--- config.mk ---
export PLATFORM = sky130hd
export DESIGN_NAME = ghd_ram
export DESIGN_NICKNAME = d
export VERILOG_FILES = /design/src/rtl/ghd_ram.sv
export SDC_FILE = /design/constraint.sdc
export NUM_CORES = 1
export LEC_CHECK = 0
export BUFFER_PORTS_ARGS = -buffer_cell sky130_fd_sc_hd__buf_2
export CAP_MARGIN = 10
export CORE_MARGIN = 4
export CORE_UTILIZATION = 56
export DETAILED_ROUTE_END_ITERATION = 7
export PLACE_DENSITY = 0.75
export SKIP_LAST_GASP = 1
export SYNTH_ARGS = -nofsm -noshare
export SYNTH_HDL_FRONTEND = slang
export SYNTH_SLANG_ARGS = --single-unit
export TNS_END_PERCENT = 50
--- constraint.sdc ---
create_clock -name clk -period 2.4 [get_ports clk]
set_input_delay 0.24 -clock clk [delete_from_list [all_inputs] [get_ports clk]]
set_output_delay 0.24 -clock clk [all_outputs]
set_load 0.02 [all_outputs]
--- src/rtl/ghd_ram.sv ---
// Generic single-clock RAM with one write port and one registered read port.
// A read and a write of the same entry in one cycle return the old data.
// No dependencies.
module ghd_ram #(
  parameter int WIDTH = 16,
  parameter int DEPTH = 64
) (
  input  logic                     clk,
  input  logic                     we,
  input  logic [$clog2(DEPTH)-1:0] waddr,
  input  logic [WIDTH-1:0]         wdata,
  input  logic [$clog2(DEPTH)-1:0] raddr,
  output logic [WIDTH-1:0]         rdata
);

  logic [WIDTH-1:0] mem [DEPTH];

  always_ff @(posedge clk) begin
    if (we) begin
      mem[waddr] <= wdata;
    end
    rdata <= mem[raddr];
  end

endmodule

* After elaboration in Yosys (flattened, before gate mapping)
Memories as Yosys holds them, arrays and structs flattened. A register that Yosys moved wholly into a read port is not among the register bits. Cells that the tools add are included.
Cells by class: multiplexer cells 2
Operators by type and width (number):
- $mux W1 | 2
Storage, ports and cells: register bits after elaboration 0, RAM bits 1024, input port bits 30, output and inout port bits 16, logic and storage cells 3, memories 1
Memories:
- mem | words 64, width 16, rd ports 1, clocked after Yosys merged registers in 1, wr ports 1, RTL line 16 | logic [WIDTH-1:0] mem [DEPTH];

* Depth between registers and ports, before layout
depth in word-level cells 2, depth in mapped cells 10, gate-level depth less buffers 5

* Worst setup path before layout
Ideal clock, no wire load.
path kind input port to flip-flop, start input waddr[3], end memory mem[48][0], enable pin, setup time 0.409 ns, arrival time 1.866 ns, data required time 1.991 ns, path slack 0.125 ns, stages on the path 4, cells stage by stage clkbuf_1 nor2b_1 nand4b_1 nor3_1
RTL lines:
- start: declaration | RTL line 10 | input logic [$clog2(DEPTH)-1:0] waddr,
- end: declaration | RTL line 16
Straight into the memory's write port.

==> summary.txt <==
Post-synth EDFFs: 1024
Critical setup path kind: flip-flop to flip-flop
Pre-CTS WS: -0.131 ns
Hold Crit Class: primary input to flip-flop
Final net count: 2136
Critical Path AT: 2.65 ns
Iter 0 DRT Violations: 2843
Max Fclk: 0.472 GHz
Outcome: completed
HP Start: wdata[11]
Critical R2R Launch: mem[10][15]
Cell leakage power: 15.0 nW
CTS Hold Buffers Added: 0
Syn Area/Cell: 21.9 um^2
Clk sinks: 1040
Worst-path fanout max: 1
VDD IR max: 916 uV
First-pass GRT wire length: 140 mm
Pre-antenna DRT Iters: 7
WL/cell: 30.4 um
Final GP Congestion: 0.954
I/O pins: 46
Core area: 70500 um^2
Synth Register Bits: 1040
Number of cells on the worst hold path: 1
Reg2reg path depth: 6
Sequential share of the synthesized area: 0.776
CP max stage cell: mux4_2
Final min period: 2.12 ns
Reg2reg setup slack: 0.28 ns
Drt total wl: 95.2 mm
Synthesis-to-finish area growth: 15.3%
Worst Clk Skew: 0.0350 ns
RR Endpoint: rdata[15]
Worst-case clock buffer depth: 3
Vias in the first global route: 20400
TritonCTS Buffers: 101
Yosys warning total: 0
Worst EP required: 2.93 ns
Top cells by count, synth: edfxtp_1, mux4_2, mux2i_1
Post-CTS setup buffer count: 0
Vias: 20300
Setup slack after layout: 0.283 ns
Initial core utilization: 0.568
Synth top area share: 0.768
Unique masters post-synth: 43
GRT Total Usage: 0.256
Buf/Inv on CP: 1
Antenna Nets Post-Route: 0
Part of the cycle the worst path needs: 0.882
Crit. End Element: flip-flop
Delay-heaviest family, CP: compound AO/OA/AOI/OAI gates
Relative slew slack: 0.341
Setup TNS: 0 ns
Maxcap violations: 0
Fin. max-slew vios: 0
Syn Nets: 1859
Residual DRC: 0
Die width: 275 um
Root Driver: clkbuf_16
DIE AREA: 75800 um^2
Most frequent cell after synthesis: edfxtp_1
Port buffer count: 45
Chip Height: 275 um
Nature of the critical path startpoint: flip-flop
Hold EP: mem[29][11]
Cell Area, Synth: 40000 um^2
Final Hold Viols: 0
Post-synthesis cell count: 1829
CP peak stage delay: 0.49 ns
Worst Tran Pin Value: 0.989 ns
Ys async rst share: 0
Drt via density: 6.47
Worst-path cell chain: mux4_2, nor2b_1, a211o_1, a31oi_1, buf_4, a311oi_1
Congestion Overflow GR: 0
Antenna violations before repair: 7
PnR Total Power: 0.0384 W
Largest net degree at the start of global routing: 65
Ys flop type: edfxtp_1
Power Dens Cells: 830 nW/um^2
Clock Latency Late Sink: 0.65 ns
Leading area contributor after synthesis: edfxtp_1
Synth top area cells: edfxtp_1, mux4_2, mux2i_1
CTS tree: built
Std cell rows: 97
Layout cells sized above 1: 0.311
CTS H-tree depth: 3
RSZ-0062 raised after global routing: no
Post-CTS sizing: 0
CTS clk-pin slew, worst paths: 0.06 ns
Hpwl dp: 58.4 mm
Final Setup Violations: 0
-- where the power goes --
part / internal (W) / switching [W]
Sequential: 0.0201 / 0.0000705
Combinational: 0.000827 / 0.00127
Clock: 0.00942 / 0.00666
Total: 0.0304 / 0.00800
-- stage by stage --
step | util | instances | area (um^2) | hold slack [ns]
after global routing | 0.655 | 3131 | 46200 | 0.0725
after detailed placement | 0.607 | 2943 | 42800 | 0.684
final | 0.655 | 3136 | 46200 | 0.0807
after global placement | 0.607 | 2943 | 42800 | 0.682
after floorplan | - | 1829 | 40000 | 0.339
after CTS | 0.655 | 3130 | 46200 | 0.0577
-- area by class of cell --
type	count	area, um^2
Clock inverter	71	753
Sequential cell	1040	31100
Timing Repair Buffer	278	2270
Fill cell	4369	24300
Antenna cell	6	15.0
Multi-Input combinational cell	685	8250
Tap cell	940	1180
Clock buffer	116	2650
-- sequential cells by signal (all words and copies together), names as in the netlist --
name / flops
mem: 1024
rdata: 16
-- cells in the final DEF (no fill, tap or decap), types with 27 or more instances in the layout --
master     count
edfxtp_1    1024
mux4_2       220
buf_4        211
clkbuf_16    104
mux2i_1       85
nor2_1        72
nand2_1       59
buf_2         42
a22oi_1       39
nor2b_1       30
clkinv_1      28
mux2_2        27
-- routing by layer --
metal	GRT usage	up-vias	routed length, um
met5	0	-	36
met4	0.0947	6	3810
met3	0.0654	200	10200
met2	0.405	1248	46000
met1	0.351	10600	35100
li1	-	8239	-
-- worst reg2reg max path, stage by stage, from the launching register on --
cell and delay, ns:
edfxtp_1 0.41, mux4_2 0.49, nor2b_1 0.15, a211o_1 0.32, a31oi_1 0.40, buf_4 0.19, a311oi_1 0.04
-- how the worst max path moves through the flow --
stage / end / cells past startpoint / startpoint / slack (ns)
after detailed placement: rdata[10] / 8 / raddr[0] / -0.13
after global placement: rdata[10] / 8 / raddr[0] / -0.1
after floorplan: mem[48][0] / 4 / waddr[3] / 0.13
after CTS: rdata[15] / 6 / mem[10][15] / 0.30
after global routing: rdata[15] / 6 / mem[10][15] / 0.28
final: rdata[15] / 6 / mem[10][15] / 0.28
-- cell families (layout without fill, tap and decap cells) --
| logic type | Yosys count | count (layout) | synth area share |
|---|---|---|---|
| flip-flops | 1040 | 1040 | 0.776 |
| buffers and inverters | 104 | 465 | 0.0183 |
| other | 0 | 6 | 0 |
| multiplexers | 336 | 336 | 0.155 |
| AND/OR/NAND/NOR | 220 | 220 | 0.0265 |
| AO/OA/AOI/OAI | 129 | 129 | 0.0241 |
No activity file was read; power rests on OpenSTA's default activity.
