### src/rtl/ghd_pkg.sv
// Package for the grid heat diffusion block: field widths, action and
// register codes, and the fixed-point constants of the diffusion datapath.
// No dependencies.
package ghd_pkg;

  localparam int LEVEL_W = 16;
  typedef logic signed [LEVEL_W-1:0] level_t;

  localparam int ACTION_W = 2;
  localparam logic [ACTION_W-1:0] ACT_WRITE = 2'd0;
  localparam logic [ACTION_W-1:0] ACT_READ  = 2'd1;
  localparam logic [ACTION_W-1:0] ACT_TICK  = 2'd2;

  localparam int COORD_W = 6;
  localparam int DIM_W   = 7;
  localparam int RATE_W  = 9;
  localparam logic [RATE_W-1:0] RATE_ONE = 9'd256;

  localparam int REG_IDX_W = 2;
  localparam int CFG_W     = 16;
  localparam logic [REG_IDX_W-1:0] REG_GRID_WIDTH  = 2'd0;
  localparam logic [REG_IDX_W-1:0] REG_GRID_HEIGHT = 2'd1;
  localparam logic [REG_IDX_W-1:0] REG_AMBIENT     = 2'd2;
  localparam logic [REG_IDX_W-1:0] REG_DIFF_RATE   = 2'd3;

  // Datapath widths: neighbor sum, gap to the mean, gap times rate, quotient.
  localparam int CNT_W  = 3;
  localparam int SUM_W  = 18;
  localparam int DIFF_W = 19;
  localparam int PROD_W = 28;
  localparam int QUOT_W = 18;

  // Floor division by three of a biased, non-negative value below 2**20.
  localparam int DIV3_IN_W    = 20;
  localparam int RECIP3_W     = 21;
  localparam logic [RECIP3_W-1:0] RECIP3 = 21'd1398102;
  localparam int RECIP3_SHIFT = 22;
  localparam int MUL_W        = DIV3_IN_W + RECIP3_W;
  localparam int DIV3_BIAS    = 786432;
  localparam int DIV3_OFS     = 262144;
  localparam int DELTA_W      = 20;

endpackage

### src/rtl/ghd_ram.sv
// Generic single-clock RAM with one write port and one registered read port.
// A read and a write of the same entry in one cycle return the old data.
// No dependencies.
module ghd_ram #(
  parameter int WIDTH = 16,
  parameter int DEPTH = 64
) (
  input  logic                     clk,
  input  logic                     we,
  input  logic [$clog2(DEPTH)-1:0] waddr,
  input  logic [WIDTH-1:0]         wdata,
  input  logic [$clog2(DEPTH)-1:0] raddr,
  output logic [WIDTH-1:0]         rdata
);

  logic [WIDTH-1:0] mem [DEPTH];

  always_ff @(posedge clk) begin
    if (we) begin
      mem[waddr] <= wdata;
    end
    rdata <= mem[raddr];
  end

endmodule

### src/rtl/ghd_stencil.sv
// Tick engine: streams the current bank in raster order, keeps two rows in
// line buffers and writes every cell, updated or unchanged, into the other bank.
// Depends on ghd_pkg and ghd_ram.
module ghd_stencil #(
  parameter int MAX_WIDTH  = 64,
  parameter int MAX_HEIGHT = 64
) (
  input  logic                                        clk,
  input  logic                                        rst,
  input  logic                                        start,
  input  logic [$clog2(MAX_WIDTH+1)-1:0]              eff_w,
  input  logic [$clog2(MAX_HEIGHT+1)-1:0]             eff_h,
  input  logic [ghd_pkg::RATE_W-1:0]                  rate,
  output logic [$clog2(MAX_WIDTH*MAX_HEIGHT)-1:0]     rd_addr,
  input  ghd_pkg::level_t                             rd_data,
  output logic                                        wr_en,
  output logic [$clog2(MAX_WIDTH*MAX_HEIGHT)-1:0]     wr_addr,
  output ghd_pkg::level_t                             wr_data,
  output logic                                        done
);

  localparam int CW = $clog2(MAX_WIDTH);
  localparam int YW = $clog2(MAX_HEIGHT);
  localparam int RW = $clog2(MAX_HEIGHT + 2);
  localparam int AW = $clog2(MAX_WIDTH * MAX_HEIGHT);
  localparam int EW = $clog2(MAX_WIDTH + 1);
  localparam int EH = $clog2(MAX_HEIGHT + 1);
  localparam logic [CW-1:0] LAST_COL = CW'(MAX_WIDTH - 1);
  localparam logic [RW-1:0] LAST_ROW = RW'(MAX_HEIGHT + 1);

  typedef enum logic [2:0] {
    E_IDLE  = 3'b001,
    E_RUN   = 3'b010,
    E_DRAIN = 3'b100
  } eng_state_t;

  eng_state_t state;
  logic [CW-1:0] a_tx;
  logic [RW-1:0] a_ty;
  logic a_valid;

  logic b_valid, c_valid, d_valid, e_valid, f_valid, g_valid;
  logic [CW-1:0] b_tx;
  logic [RW-1:0] b_ty;

  ghd_pkg::level_t lb1_q, lb2_q;
  ghd_pkg::level_t m1, m2, d1, u1;

  logic [CW-1:0] ctr_x;
  logic [YW-1:0] ctr_y;
  logic ctr_ok;

  ghd_pkg::level_t c_right, c_center, c_left, c_down, c_up;
  logic [CW-1:0] c_cx;
  logic [YW-1:0] c_cy;

  logic has_r, has_l, has_d, has_u, in_grid;
  logic signed [ghd_pkg::SUM_W-1:0] sum;
  logic [ghd_pkg::CNT_W-1:0] cnt;

  logic signed [ghd_pkg::SUM_W-1:0] d_sum;
  logic [ghd_pkg::CNT_W-1:0] d_cnt, e_cnt, f_cnt;
  logic d_upd, e_upd, f_upd, g_upd;
  ghd_pkg::level_t d_old, e_old, f_old, g_old;
  logic [AW-1:0] d_addr, e_addr, f_addr, g_addr;

  logic signed [ghd_pkg::DIFF_W-1:0] old_scaled;
  logic signed [ghd_pkg::DIFF_W-1:0] e_diff;
  logic signed [ghd_pkg::DIFF_W+ghd_pkg::RATE_W:0] prod_full;
  logic signed [ghd_pkg::PROD_W-1:0] f_prod;

  logic signed [ghd_pkg::PROD_W-1:0] sh8, sh9, sh10, biased;
  logic signed [ghd_pkg::QUOT_W-1:0] quot;
  logic [ghd_pkg::MUL_W-1:0] g_mul;
  logic signed [ghd_pkg::QUOT_W-1:0] g_quot;
  logic g_three;

  logic signed [ghd_pkg::DELTA_W-1:0] delta, new_val;

  assign a_valid = (state == E_RUN);
  assign rd_addr = AW'(32'(a_ty) * MAX_WIDTH + 32'(a_tx));
  assign done = (state == E_DRAIN) &&
                !(b_valid || c_valid || d_valid || e_valid || f_valid || g_valid);

  // Line buffers: lb1 delays the stream by one row, lb2 by two rows.
  ghd_ram #(.WIDTH(ghd_pkg::LEVEL_W), .DEPTH(MAX_WIDTH)) u_line_1 (
    .clk   (clk),
    .we    (b_valid),
    .waddr (b_tx),
    .wdata (rd_data),
    .raddr (a_tx),
    .rdata (lb1_q)
  );

  ghd_ram #(.WIDTH(ghd_pkg::LEVEL_W), .DEPTH(MAX_WIDTH)) u_line_2 (
    .clk   (clk),
    .we    (b_valid),
    .waddr (b_tx),
    .wdata (lb1_q),
    .raddr (a_tx),
    .rdata (lb2_q)
  );

  // The center cell lies one row and one column behind the newest cell.
  always_comb begin
    if (b_tx != '0) begin
      ctr_x  = b_tx - 1'b1;
      ctr_y  = YW'(b_ty - RW'(1));
      ctr_ok = (b_ty != '0);
    end else begin
      ctr_x  = LAST_COL;
      ctr_y  = YW'(b_ty - RW'(2));
      ctr_ok = (b_ty > RW'(1));
    end
  end

  always_comb begin
    in_grid = (32'(c_cx) < 32'(eff_w)) && (32'(c_cy) < 32'(eff_h));
    has_r   = (32'(c_cx) + 1 < 32'(eff_w));
    has_l   = (c_cx != '0);
    has_d   = (32'(c_cy) + 1 < 32'(eff_h));
    has_u   = (c_cy != '0);
    sum = (has_r ? ghd_pkg::SUM_W'(c_right) : '0) +
          (has_l ? ghd_pkg::SUM_W'(c_left)  : '0) +
          (has_d ? ghd_pkg::SUM_W'(c_down)  : '0) +
          (has_u ? ghd_pkg::SUM_W'(c_up)    : '0);
    cnt = ghd_pkg::CNT_W'(has_r) + ghd_pkg::CNT_W'(has_l) +
          ghd_pkg::CNT_W'(has_d) + ghd_pkg::CNT_W'(has_u);
  end

  always_comb begin
    unique case (d_cnt)
      3'd1:    old_scaled = ghd_pkg::DIFF_W'(d_old);
      3'd2:    old_scaled = ghd_pkg::DIFF_W'(d_old) <<< 1;
      3'd3:    old_scaled = ghd_pkg::DIFF_W'(d_old) + (ghd_pkg::DIFF_W'(d_old) <<< 1);
      3'd4:    old_scaled = ghd_pkg::DIFF_W'(d_old) <<< 2;
      default: old_scaled = '0;
    endcase
  end

  assign prod_full = e_diff * $signed({1'b0, rate});

  always_comb begin
    sh8    = f_prod >>> 8;
    sh9    = f_prod >>> 9;
    sh10   = f_prod >>> 10;
    biased = sh8 + ghd_pkg::PROD_W'(ghd_pkg::DIV3_BIAS);
    unique case (f_cnt)
      3'd2:    quot = ghd_pkg::QUOT_W'(sh9);
      3'd4:    quot = ghd_pkg::QUOT_W'(sh10);
      default: quot = ghd_pkg::QUOT_W'(sh8);
    endcase
  end

  always_comb begin
    if (g_three) begin
      delta = $signed({1'b0, g_mul[ghd_pkg::MUL_W-1:ghd_pkg::RECIP3_SHIFT]}) -
              ghd_pkg::DELTA_W'(ghd_pkg::DIV3_OFS);
    end else begin
      delta = ghd_pkg::DELTA_W'(g_quot);
    end
    new_val = ghd_pkg::DELTA_W'(g_old) + delta;
  end

  assign wr_en   = g_valid;
  assign wr_addr = g_addr;
  assign wr_data = g_upd ? new_val[ghd_pkg::LEVEL_W-1:0] : g_old;

  always_ff @(posedge clk) begin
    if (rst) begin
      state   <= E_IDLE;
      a_tx    <= '0;
      a_ty    <= '0;
      b_valid <= 1'b0;
      c_valid <= 1'b0;
      d_valid <= 1'b0;
      e_valid <= 1'b0;
      f_valid <= 1'b0;
      g_valid <= 1'b0;
    end else begin
      b_valid <= a_valid;
      c_valid <= b_valid && ctr_ok;
      d_valid <= c_valid;
      e_valid <= d_valid;
      f_valid <= e_valid;
      g_valid <= f_valid;
      unique case (state)
        E_IDLE: begin
          if (start) begin
            a_tx  <= '0;
            a_ty  <= '0;
            state <= E_RUN;
          end
        end
        E_RUN: begin
          if (a_tx == '0 && a_ty == LAST_ROW) begin
            state <= E_DRAIN;
          end else if (a_tx == LAST_COL) begin
            a_tx <= '0;
            a_ty <= a_ty + 1'b1;
          end else begin
            a_tx <= a_tx + 1'b1;
          end
        end
        E_DRAIN: begin
          if (done) begin
            state <= E_IDLE;
          end
        end
        default: state <= E_IDLE;
      endcase
    end
  end

  always_ff @(posedge clk) begin
    b_tx <= a_tx;
    b_ty <= a_ty;
    if (b_valid) begin
      m1 <= lb1_q;
      m2 <= m1;
      d1 <= rd_data;
      u1 <= lb2_q;
    end
    c_right  <= lb1_q;
    c_center <= m1;
    c_left   <= m2;
    c_down   <= d1;
    c_up     <= u1;
    c_cx     <= ctr_x;
    c_cy     <= ctr_y;

    d_sum  <= sum;
    d_cnt  <= cnt;
    d_upd  <= in_grid && (cnt != '0);
    d_old  <= c_center;
    d_addr <= AW'(32'(c_cy) * MAX_WIDTH + 32'(c_cx));

    e_diff <= ghd_pkg::DIFF_W'(d_sum) - old_scaled;
    e_cnt  <= d_cnt;
    e_upd  <= d_upd;
    e_old  <= d_old;
    e_addr <= d_addr;

    f_prod <= prod_full[ghd_pkg::PROD_W-1:0];
    f_cnt  <= e_cnt;
    f_upd  <= e_upd;
    f_old  <= e_old;
    f_addr <= e_addr;

    g_mul   <= biased[ghd_pkg::DIV3_IN_W-1:0] * ghd_pkg::RECIP3;
    g_quot  <= quot;
    g_three <= (f_cnt == 3'd3);
    g_upd   <= f_upd;
    g_old   <= f_old;
    g_addr  <= f_addr;
  end

endmodule

### config.mk
export PLATFORM = sky130hd
export DESIGN_NAME = ghd_stencil
export DESIGN_NICKNAME = d
export VERILOG_FILES = /design/src/rtl/ghd_pkg.sv /design/src/rtl/ghd_ram.sv /design/src/rtl/ghd_stencil.sv
export SDC_FILE = /design/constraint.sdc
export NUM_CORES = 2
export LEC_CHECK = 0
export BUFFER_PORTS_ARGS = -buffer_cell sky130_fd_sc_hd__buf_2
export CORE_ASPECT_RATIO = 1.75
export CORE_UTILIZATION = 35
export DETAILED_ROUTE_END_ITERATION = 10
export PLACE_DENSITY_LB_ADDON = 0.08
export SLEW_MARGIN = 0
export SYNTH_ARGS = -nofsm -noshare
export SYNTH_HDL_FRONTEND = slang
export SYNTH_SLANG_ARGS = --single-unit
### constraint.sdc
create_clock -name clk -period 13.4 [get_ports clk]
set_clock_uncertainty 0.2 [all_clocks]
set_input_delay 3.35 -clock clk [delete_from_list [all_inputs] [get_ports clk]]
set_output_delay 3.35 -clock clk [all_outputs]
set_load 0.005 [all_outputs]
* Word-level counts from Yosys, hierarchy flattened
Memories as Yosys holds them, arrays and structs flattened. A register that Yosys moved wholly into a read port is not among the register bits.
Cells that the tools add are included.
** Word-level totals
- Register bits after elaboration :: 435
- Latch bits :: 0
- RAM bits :: 2048
- Bits in read-only memories :: 0
- Bits of input ports :: 42
- Output and inout port bits :: 42
- Memories :: 2
** Operators by class
- Add/sub/neg operators :: 20
- Multiply operators :: 2
- Divide/modulo/power cells :: 0
- Order comparisons :: 5
- Equality and inequality tests :: 17
- Shift operators :: 0
- Muxes and demuxes :: 24
- Bitwise operators :: 0
- Reduce and logical (&&, ||, !) cells :: 21
** Memories
- u_line_1.mem :: words 64, width 16, rd ports 1, clocked after Yosys merged registers in 1, write ports 1, RTL line ghd_ram.sv:16 : logic [WIDTH-1:0] mem [DEPTH];
- u_line_2.mem :: words 64, width 16, rd ports 1, clocked after Yosys merged registers in 1, write ports 1, RTL line ghd_ram.sv:16
** Operator list (number)
- case mux 19 bit (4 select lines) :: 1
- two-way mux 18 bit :: 4
- adder 18 bit :: 3
- multiplier 20 x 20 -> 37 bit, second input constant :: 1
- two-way mux 16 bit :: 2
- case mux 16 bit (2 select lines) :: 1
- multiplier 19 x 10 -> 28 bit :: 1
- adder 12 x 6 -> 12 bit :: 2
- two-way mux 6 bit :: 4
- two-way mux 7 bit :: 3
- adder 20 x 19 -> 20 bit, second input constant :: 1
- subtractor 18 x 19 -> 19 bit :: 1
- adder 16 x 17 -> 18 bit :: 1
- nonzero test 6 bit :: 3
- adder 16 bit :: 1
- subtractor 16 x 1 -> 16 bit, second input constant :: 1
- == test 3 x 2 -> 1 bit, second input constant :: 5
- adder 6 x 1 -> 7 bit, second input constant :: 2
- < comparator 6 x 7 -> 1 bit :: 2
- < comparator 7 bit :: 2
- case mux 7 bit (2 select lines) :: 1
- case mux 6 bit (2 select lines) :: 1
- subtractor 6 x 1 -> 6 bit, second input constant :: 2
- == test 3 bit, second input constant :: 3
- 24 further kinds :: 41

* Depth between registers and ports, before layout
- Depth after elaboration :: 9
- Depth in mapped cells :: 30
- Mapped depth without buffers :: 29

* Hierarchy
From an unflattened synthesis, not the netlist that was laid out.
** Unflattened totals
- Cells, all modules :: 6311
- Area total of the unflattened synthesis :: 107938.5 sq um
** Modules (own cells, without submodules)
- ghd_ram :: times used 2, cells each 1829, area an instance 40042.2 sq um, sequential area each 31069.8 sq um
- ghd_stencil :: times used 1, cells each 2653, area an instance 27854.2 sq um, sequential area each 8768.4 sq um

* Worst setup path before layout
No wires, ideal clock.
- Kind :: in2reg
- Start :: input rate[1] (netlist bit)
- End :: register f_prod[27] (netlist bit)
- Library setup time :: 0.118 ns
- Arrival :: 9.059 ns
- Required time :: 13.082 ns
- Setup slack :: 4.023 ns
- Stages :: 22
- Path buffers :: 2
- Cells stage by stage :: clkbuf_1 -> buf_1 -> nand2_1 -> fa_1 -> inv_1 -> fa_1 -> fa_1 -> inv_1 -> fa_1 -> fa_1 -> inv_1 -> ha_1 -> and2_1 -> a221oi_1 -> a21oi_1 -> or3_4 -> a221o_1 -> a221oi_4 -> o21ai_1 -> a21o_1 -> a21oi_2 -> xnor2_1
** Between the ends
- Word-level cells in the longest chain between the ends :: 1
** RTL lines
- start, declared :: RTL line ghd_stencil.sv:13 : input logic [ghd_pkg::RATE_W-1:0] rate,
- multiplier 19 x 10 -> 28 bit :: RTL line ghd_stencil.sv:141 : assign prod_full = e_diff * $signed({1'b0, rate});
- via prod_full (one bit) :: RTL line ghd_stencil.sv:69 : logic signed [ghd_pkg::DIFF_W+ghd_pkg::RATE_W:0] prod_full;
- end signal, assigned :: RTL line ghd_stencil.sv:244 : f_prod <= prod_full[ghd_pkg::PROD_W-1:0];
- end, declared :: RTL line ghd_stencil.sv:70 : logic signed [ghd_pkg::PROD_W-1:0] f_prod;
The timed path passes the listed nets, and every way through them passes these cells.
A chain may end at the register's enable or synchronous reset.

* Worst setup path in the final report
- Start :: register g_three
- End :: output wr_data[14]
** Between the ends
- Word-level cells in the longest chain between the ends :: 3
** RTL lines
- start, declared :: RTL line ghd_stencil.sv:76 : logic g_three;
- start signal, assigned :: RTL line ghd_stencil.sv:252 : g_three <= (f_cnt == 3'd3);
- two-way mux 16 bit :: RTL line ghd_stencil.sv:156 : if (g_three) begin
- adder 16 bit :: RTL line ghd_stencil.sv:162 : new_val = ghd_pkg::DELTA_W'(g_old) + delta;
- two-way mux 16 bit :: RTL line ghd_stencil.sv:167 : assign wr_data = g_upd ? new_val[ghd_pkg::LEVEL_W-1:0] : g_old;
- end, declared :: RTL line ghd_stencil.sv:18 : output ghd_pkg::level_t wr_data,
No other way between the ends.

==> flow_summary.html <==
<table>
<tr><th>Metric</th><th>Value</th></tr>
<tr><th colspan="2">Status</th></tr>
<tr><td>Outcome</td><td>finished, final reports clean</td></tr>
<tr><th colspan="2">Floorplan</th></tr>
<tr><td>Die ar.</td><td>approximately 300000 um2</td></tr>
<tr><td>Die height</td><td>around 730 um</td></tr>
<tr><td>Effective utilization at floorplan</td><td>0.3525</td></tr>
<tr><td>Area of the placeable core</td><td>300200 um2</td></tr>
<tr><td>Cell Rows</td><td>266</td></tr>
<tr><td>Top-level I/O count</td><td>84</td></tr>
<tr><td>Die Span X</td><td>~420 um</td></tr>
<tr><th colspan="2">Yosys</th></tr>
<tr><td>Syn nets</td><td>roughly 6300</td></tr>
<tr><td>Cell accounting for the most synthesized area</td><td>edfxtp_1</td></tr>
<tr><td>Prevailing post-synth register cell</td><td>edfxtp_1</td></tr>
<tr><td>Post-synth EDFFs</td><td>roughly 2100</td></tr>
<tr><td>Fraction of post-synthesis cell area in the top cell type by area</td><td>0.5994</td></tr>
<tr><td>Synth warnings</td><td>0</td></tr>
<tr><td>Synth async-reset ratio</td><td>0</td></tr>
<tr><td>Sequential area share after synthesis</td><td>0.6701</td></tr>
<tr><td>Mean instance size in the synthesized netlist</td><td>around 19 um2</td></tr>
<tr><td>Cell count after synthesis</td><td>roughly 5600</td></tr>
<tr><td>Post-synth design cell area</td><td>roughly 110000 um2</td></tr>
<tr><td>Top cells by area, synth</td><td>edfxtp_1 (60%), mux4_2 (14%), dfxtp_1 (7.1%)</td></tr>
<tr><td>Flip-flop and latch count after synthesis</td><td>roughly 2500</td></tr>
<tr><td>Number of distinct library cells after synthesis</td><td>between 60 and 70</td></tr>
<tr><th colspan="2">Placement</th></tr>
<tr><td>HPWL reported at the end of detailed placement</td><td>slightly below 200000 um</td></tr>
<tr><td>Routability congestion estimate</td><td>~0.83</td></tr>
<tr><td>Buffers added on ports</td><td>83</td></tr>
<tr><td>Post-placement cell count</td><td>9687</td></tr>
<tr><td>Pre-CTS setup slack</td><td>3.614 ns</td></tr>
<tr><th colspan="2">GRT</th></tr>
<tr><td>Vias in the first global route</td><td>56380</td></tr>
<tr><td>Initial antenna violation count</td><td>12</td></tr>
<tr><td>First-pass GRT wire length</td><td>between 400000 and 500000 um</td></tr>
<tr><td>Total congestion overflow</td><td>0</td></tr>
<tr><td>Pin count of the biggest net entering global routing</td><td>between 90 and 100</td></tr>
<tr><td>Total track usage</td><td>0.2091</td></tr>
<tr><th colspan="2">Setup path</th></tr>
<tr><td>Worst setup EP type</td><td>output pin</td></tr>
<tr><td>Critical path cell sequence</td><td>mux2_2, ha_1, inv_1, fa_1, nor2b_1, o21ai_0, a21boi_0, o21ai_0, a21o_1, a21oi_1, o211ai_1, a211oi_1, o21a_1, o31ai_1, buf_2</td></tr>
<tr><td>Worst setup path class</td><td>reg -&gt; out</td></tr>
<tr><td>Top delay family on crit path</td><td>compound AO/OA/AOI/OAI gates</td></tr>
<tr><td>RR Startpoint</td><td>f_prod[17]$_DFF_P_</td></tr>
<tr><td>Data arrival time of the critical path</td><td>between 5 and 6 ns</td></tr>
<tr><td>Endpoint of the worst register-to-register path</td><td>g_mul[37]$_DFF_P_</td></tr>
<tr><td>Critical Path Most Common Cell</td><td>o21ai_0</td></tr>
<tr><td>R2r worst-path depth</td><td>22</td></tr>
<tr><td>Critical path buffer and inverter count</td><td>2</td></tr>
<tr><td>Critical Path RT</td><td>9.85 ns</td></tr>
<tr><td>Critical Path Source Type</td><td>register</td></tr>
<tr><td>Critical path's slowest cell</td><td>dfxtp_1</td></tr>
<tr><td>Reg-to-reg setup timing slack</td><td>5.76 ns</td></tr>
<tr><td>Largest stage delay on the critical path</td><td>a little over 1 ns</td></tr>
<tr><td>Peak fanout along the critical path</td><td>16</td></tr>
<tr><th colspan="2">CTS</th></tr>
<tr><td>Total CTS buffers</td><td>about 230</td></tr>
<tr><td>Clock H-tree levels</td><td>4</td></tr>
<tr><td>Clock root buffer master</td><td>clkbuf_16</td></tr>
<tr><td>Postcts setup bufs</td><td>0</td></tr>
<tr><td>Clock buffer depth</td><td>4</td></tr>
<tr><td>Number of instances resized during post-cts repair</td><td>0</td></tr>
<tr><td>CTS sink count</td><td>2486</td></tr>
<tr><td>Clock tree from TritonCTS</td><td>built</td></tr>
<tr><td>Total of hold buffers inserted after clock tree synthesis</td><td>0</td></tr>
<tr><td>Clock transition at the registers of the reported paths</td><td>about 0.08 ns</td></tr>
<tr><td>Clock latency on the worst-skew pair</td><td>0.91 ns</td></tr>
<tr><th colspan="2">Detailed routing</th></tr>
<tr><td>Antenna Violating Nets Remaining</td><td>0</td></tr>
<tr><td>DRC viols</td><td>0</td></tr>
<tr><td>Number of search-and-repair iterations in the first detailed-routing pass</td><td>5</td></tr>
<tr><td>Total via count after detailed routing</td><td>~52000</td></tr>
<tr><td>Initial drt markers</td><td>slightly below 4000</td></tr>
<tr><td>Total wire length</td><td>around 320000 um</td></tr>
<tr><td>Vias per Instance</td><td>5.157</td></tr>
<tr><td>Avg WL per Cell</td><td>31.31 um</td></tr>
<tr><th colspan="2">Timing</th></tr>
<tr><td>Setup repair after global routing missed its margin</td><td>false</td></tr>
<tr><td>Hold Vio Cnt, Final</td><td>0</td></tr>
<tr><td>Final min period</td><td>just over 9 ns</td></tr>
<tr><td>Final worst-path setup slack</td><td>about 4.3 ns</td></tr>
<tr><td>Slew at the pin with the worst max-slew slack</td><td>roughly 1.3 ns</td></tr>
<tr><td>Relative slew margins</td><td>0.1192</td></tr>
<tr><td>Final number of setup-violating endpoints</td><td>0</td></tr>
<tr><td>Tcrit/Tclk final</td><td>0.6794</td></tr>
<tr><td>Number of pins exceeding their max-slew limit in the final report</td><td>0</td></tr>
<tr><td>Maximum operating frequency</td><td>approximately 110 MHz</td></tr>
<tr><td>Setup TNS</td><td>0 ns</td></tr>
<tr><th colspan="2">Min path</th></tr>
<tr><td>Hold WC Path Type</td><td>reg -&gt; reg</td></tr>
<tr><td>Hold_sp</td><td>f_old[0]$_DFF_P_</td></tr>
<tr><td>Hold Path Cell Cnt</td><td>0</td></tr>
<tr><td>Endpoint of the worst hold path</td><td>g_old[0]$_DFF_P_</td></tr>
<tr><th colspan="2">Layout</th></tr>
<tr><td>Layout cells sized above 1</td><td>0.2225</td></tr>
<tr><td>Synth-to-layout area growth</td><td>12.94%</td></tr>
<tr><td>Non-filler instance count after layout</td><td>10110</td></tr>
<tr><td>Number of nets in the finished design</td><td>6585</td></tr>
<tr><th colspan="2">Flow run</th></tr>
<tr><td>Number of violations of the max-capacitance limit</td><td>0</td></tr>
</table>
## cell usage after synthesis (48+ instances only)
master	n
a21oi_1	105
and2_1	147
buf_1	48
clkbuf_1	141
dfxtp_1	374
edfxtp_1	2112
fa_1	310
ha_1	331
inv_1	470
mux4_2	660
nand2_1	157
nor2_1	170
xnor2_1	80
## registers in the layout, indices dropped and copies added (netlist names), 18 cells and up
| name | count |
|---|---|
| d_sum | 18 |
| u_line_1.mem | 1024 |
| e_diff | 19 |
| f_prod | 20 |
| u_line_2.mem | 1024 |
## layer usage
metal,vias up,track usage,share of wire
li1,22200,-,-
met1,28530,0.2291,0.36
met2,1002,0.4117,0.57
met3,388,0.01928,0.031
met4,2,0.07432,0.038
met5,-,0,0.000025
## worst max-delay path by stage
stage,to,slack (ns),startpoint,cells past startpoint
after CTS,wr_data[15],4.16,g_three$_DFF_P_,14
final,wr_data[14],4.30,g_three$_DFF_P_,15
after detailed placement,f_prod[27]$_DFF_P_,3.61,rate[1],21
after floorplan,f_prod[27]$_DFF_P_,4.02,rate[1],22
after global placement,f_prod[27]$_DFF_P_,3.64,rate[2],21
after global routing,wr_data[15],4.06,g_three$_DFF_P_,14
## cell type report
| cell class | instances | area (um2) |
|---|---|---|
| fill | 27340 | 180700 |
| sequential | 2486 | 70960 |
| multi-input combinational | 2477 | 32790 |
| clock buffer | 295 | 6261 |
| tap | 4020 | 5030 |
| inverter | 471 | 1768 |
| timing repair buffer | 233 | 1617 |
| clock inverter | 123 | 1067 |
| antenna | 2 | 5.005 |
## per-stage QoR
step                        util  hold slack, ns  cell area (um2)
final                     0.3981          0.1037           119500
after floorplan                -          0.1096           105800
after CTS                 0.3980          0.1035           119500
after detailed placement  0.3736          0.1121           112200
after global placement    0.3736          0.1103           112200
after global routing      0.3981         0.09742           119500
## logic make-up after synthesis
family,Yosys count,synth area share
DFF,2486,0.6701
muxes,705,0.1450
AOI/OAI and AO/OA,337,0.02055
xor gates and xnor gates,119,0.009850
adders and majority gates,641,0.09779
buffers and inverters,686,0.02478
and+or+nand+nor,675,0.03187
## placed cells by master, fill, tap and decap left out, drive strengths merged, types with 20 or more instances in the layout
cell type	instances
mux2	25
clkinv	89
nand3	37
o22ai	37
inv	482
dfxtp	374
fa	310
mux2i	20
clkbuf	295
edfxtp	2112
a21oi	106
and2	147
o21ai	48
a21o	25
mux4	660
nor2	170
nor2b	43
a211oi	20
nor3	29
xor2	39
nand2b	20
ha	331
xnor2	80
buf	233
nand2	157
Power is left out: the tool's default activity adds up to more than one toggle a clock period on the data nets, which glitch-free logic cannot reach.
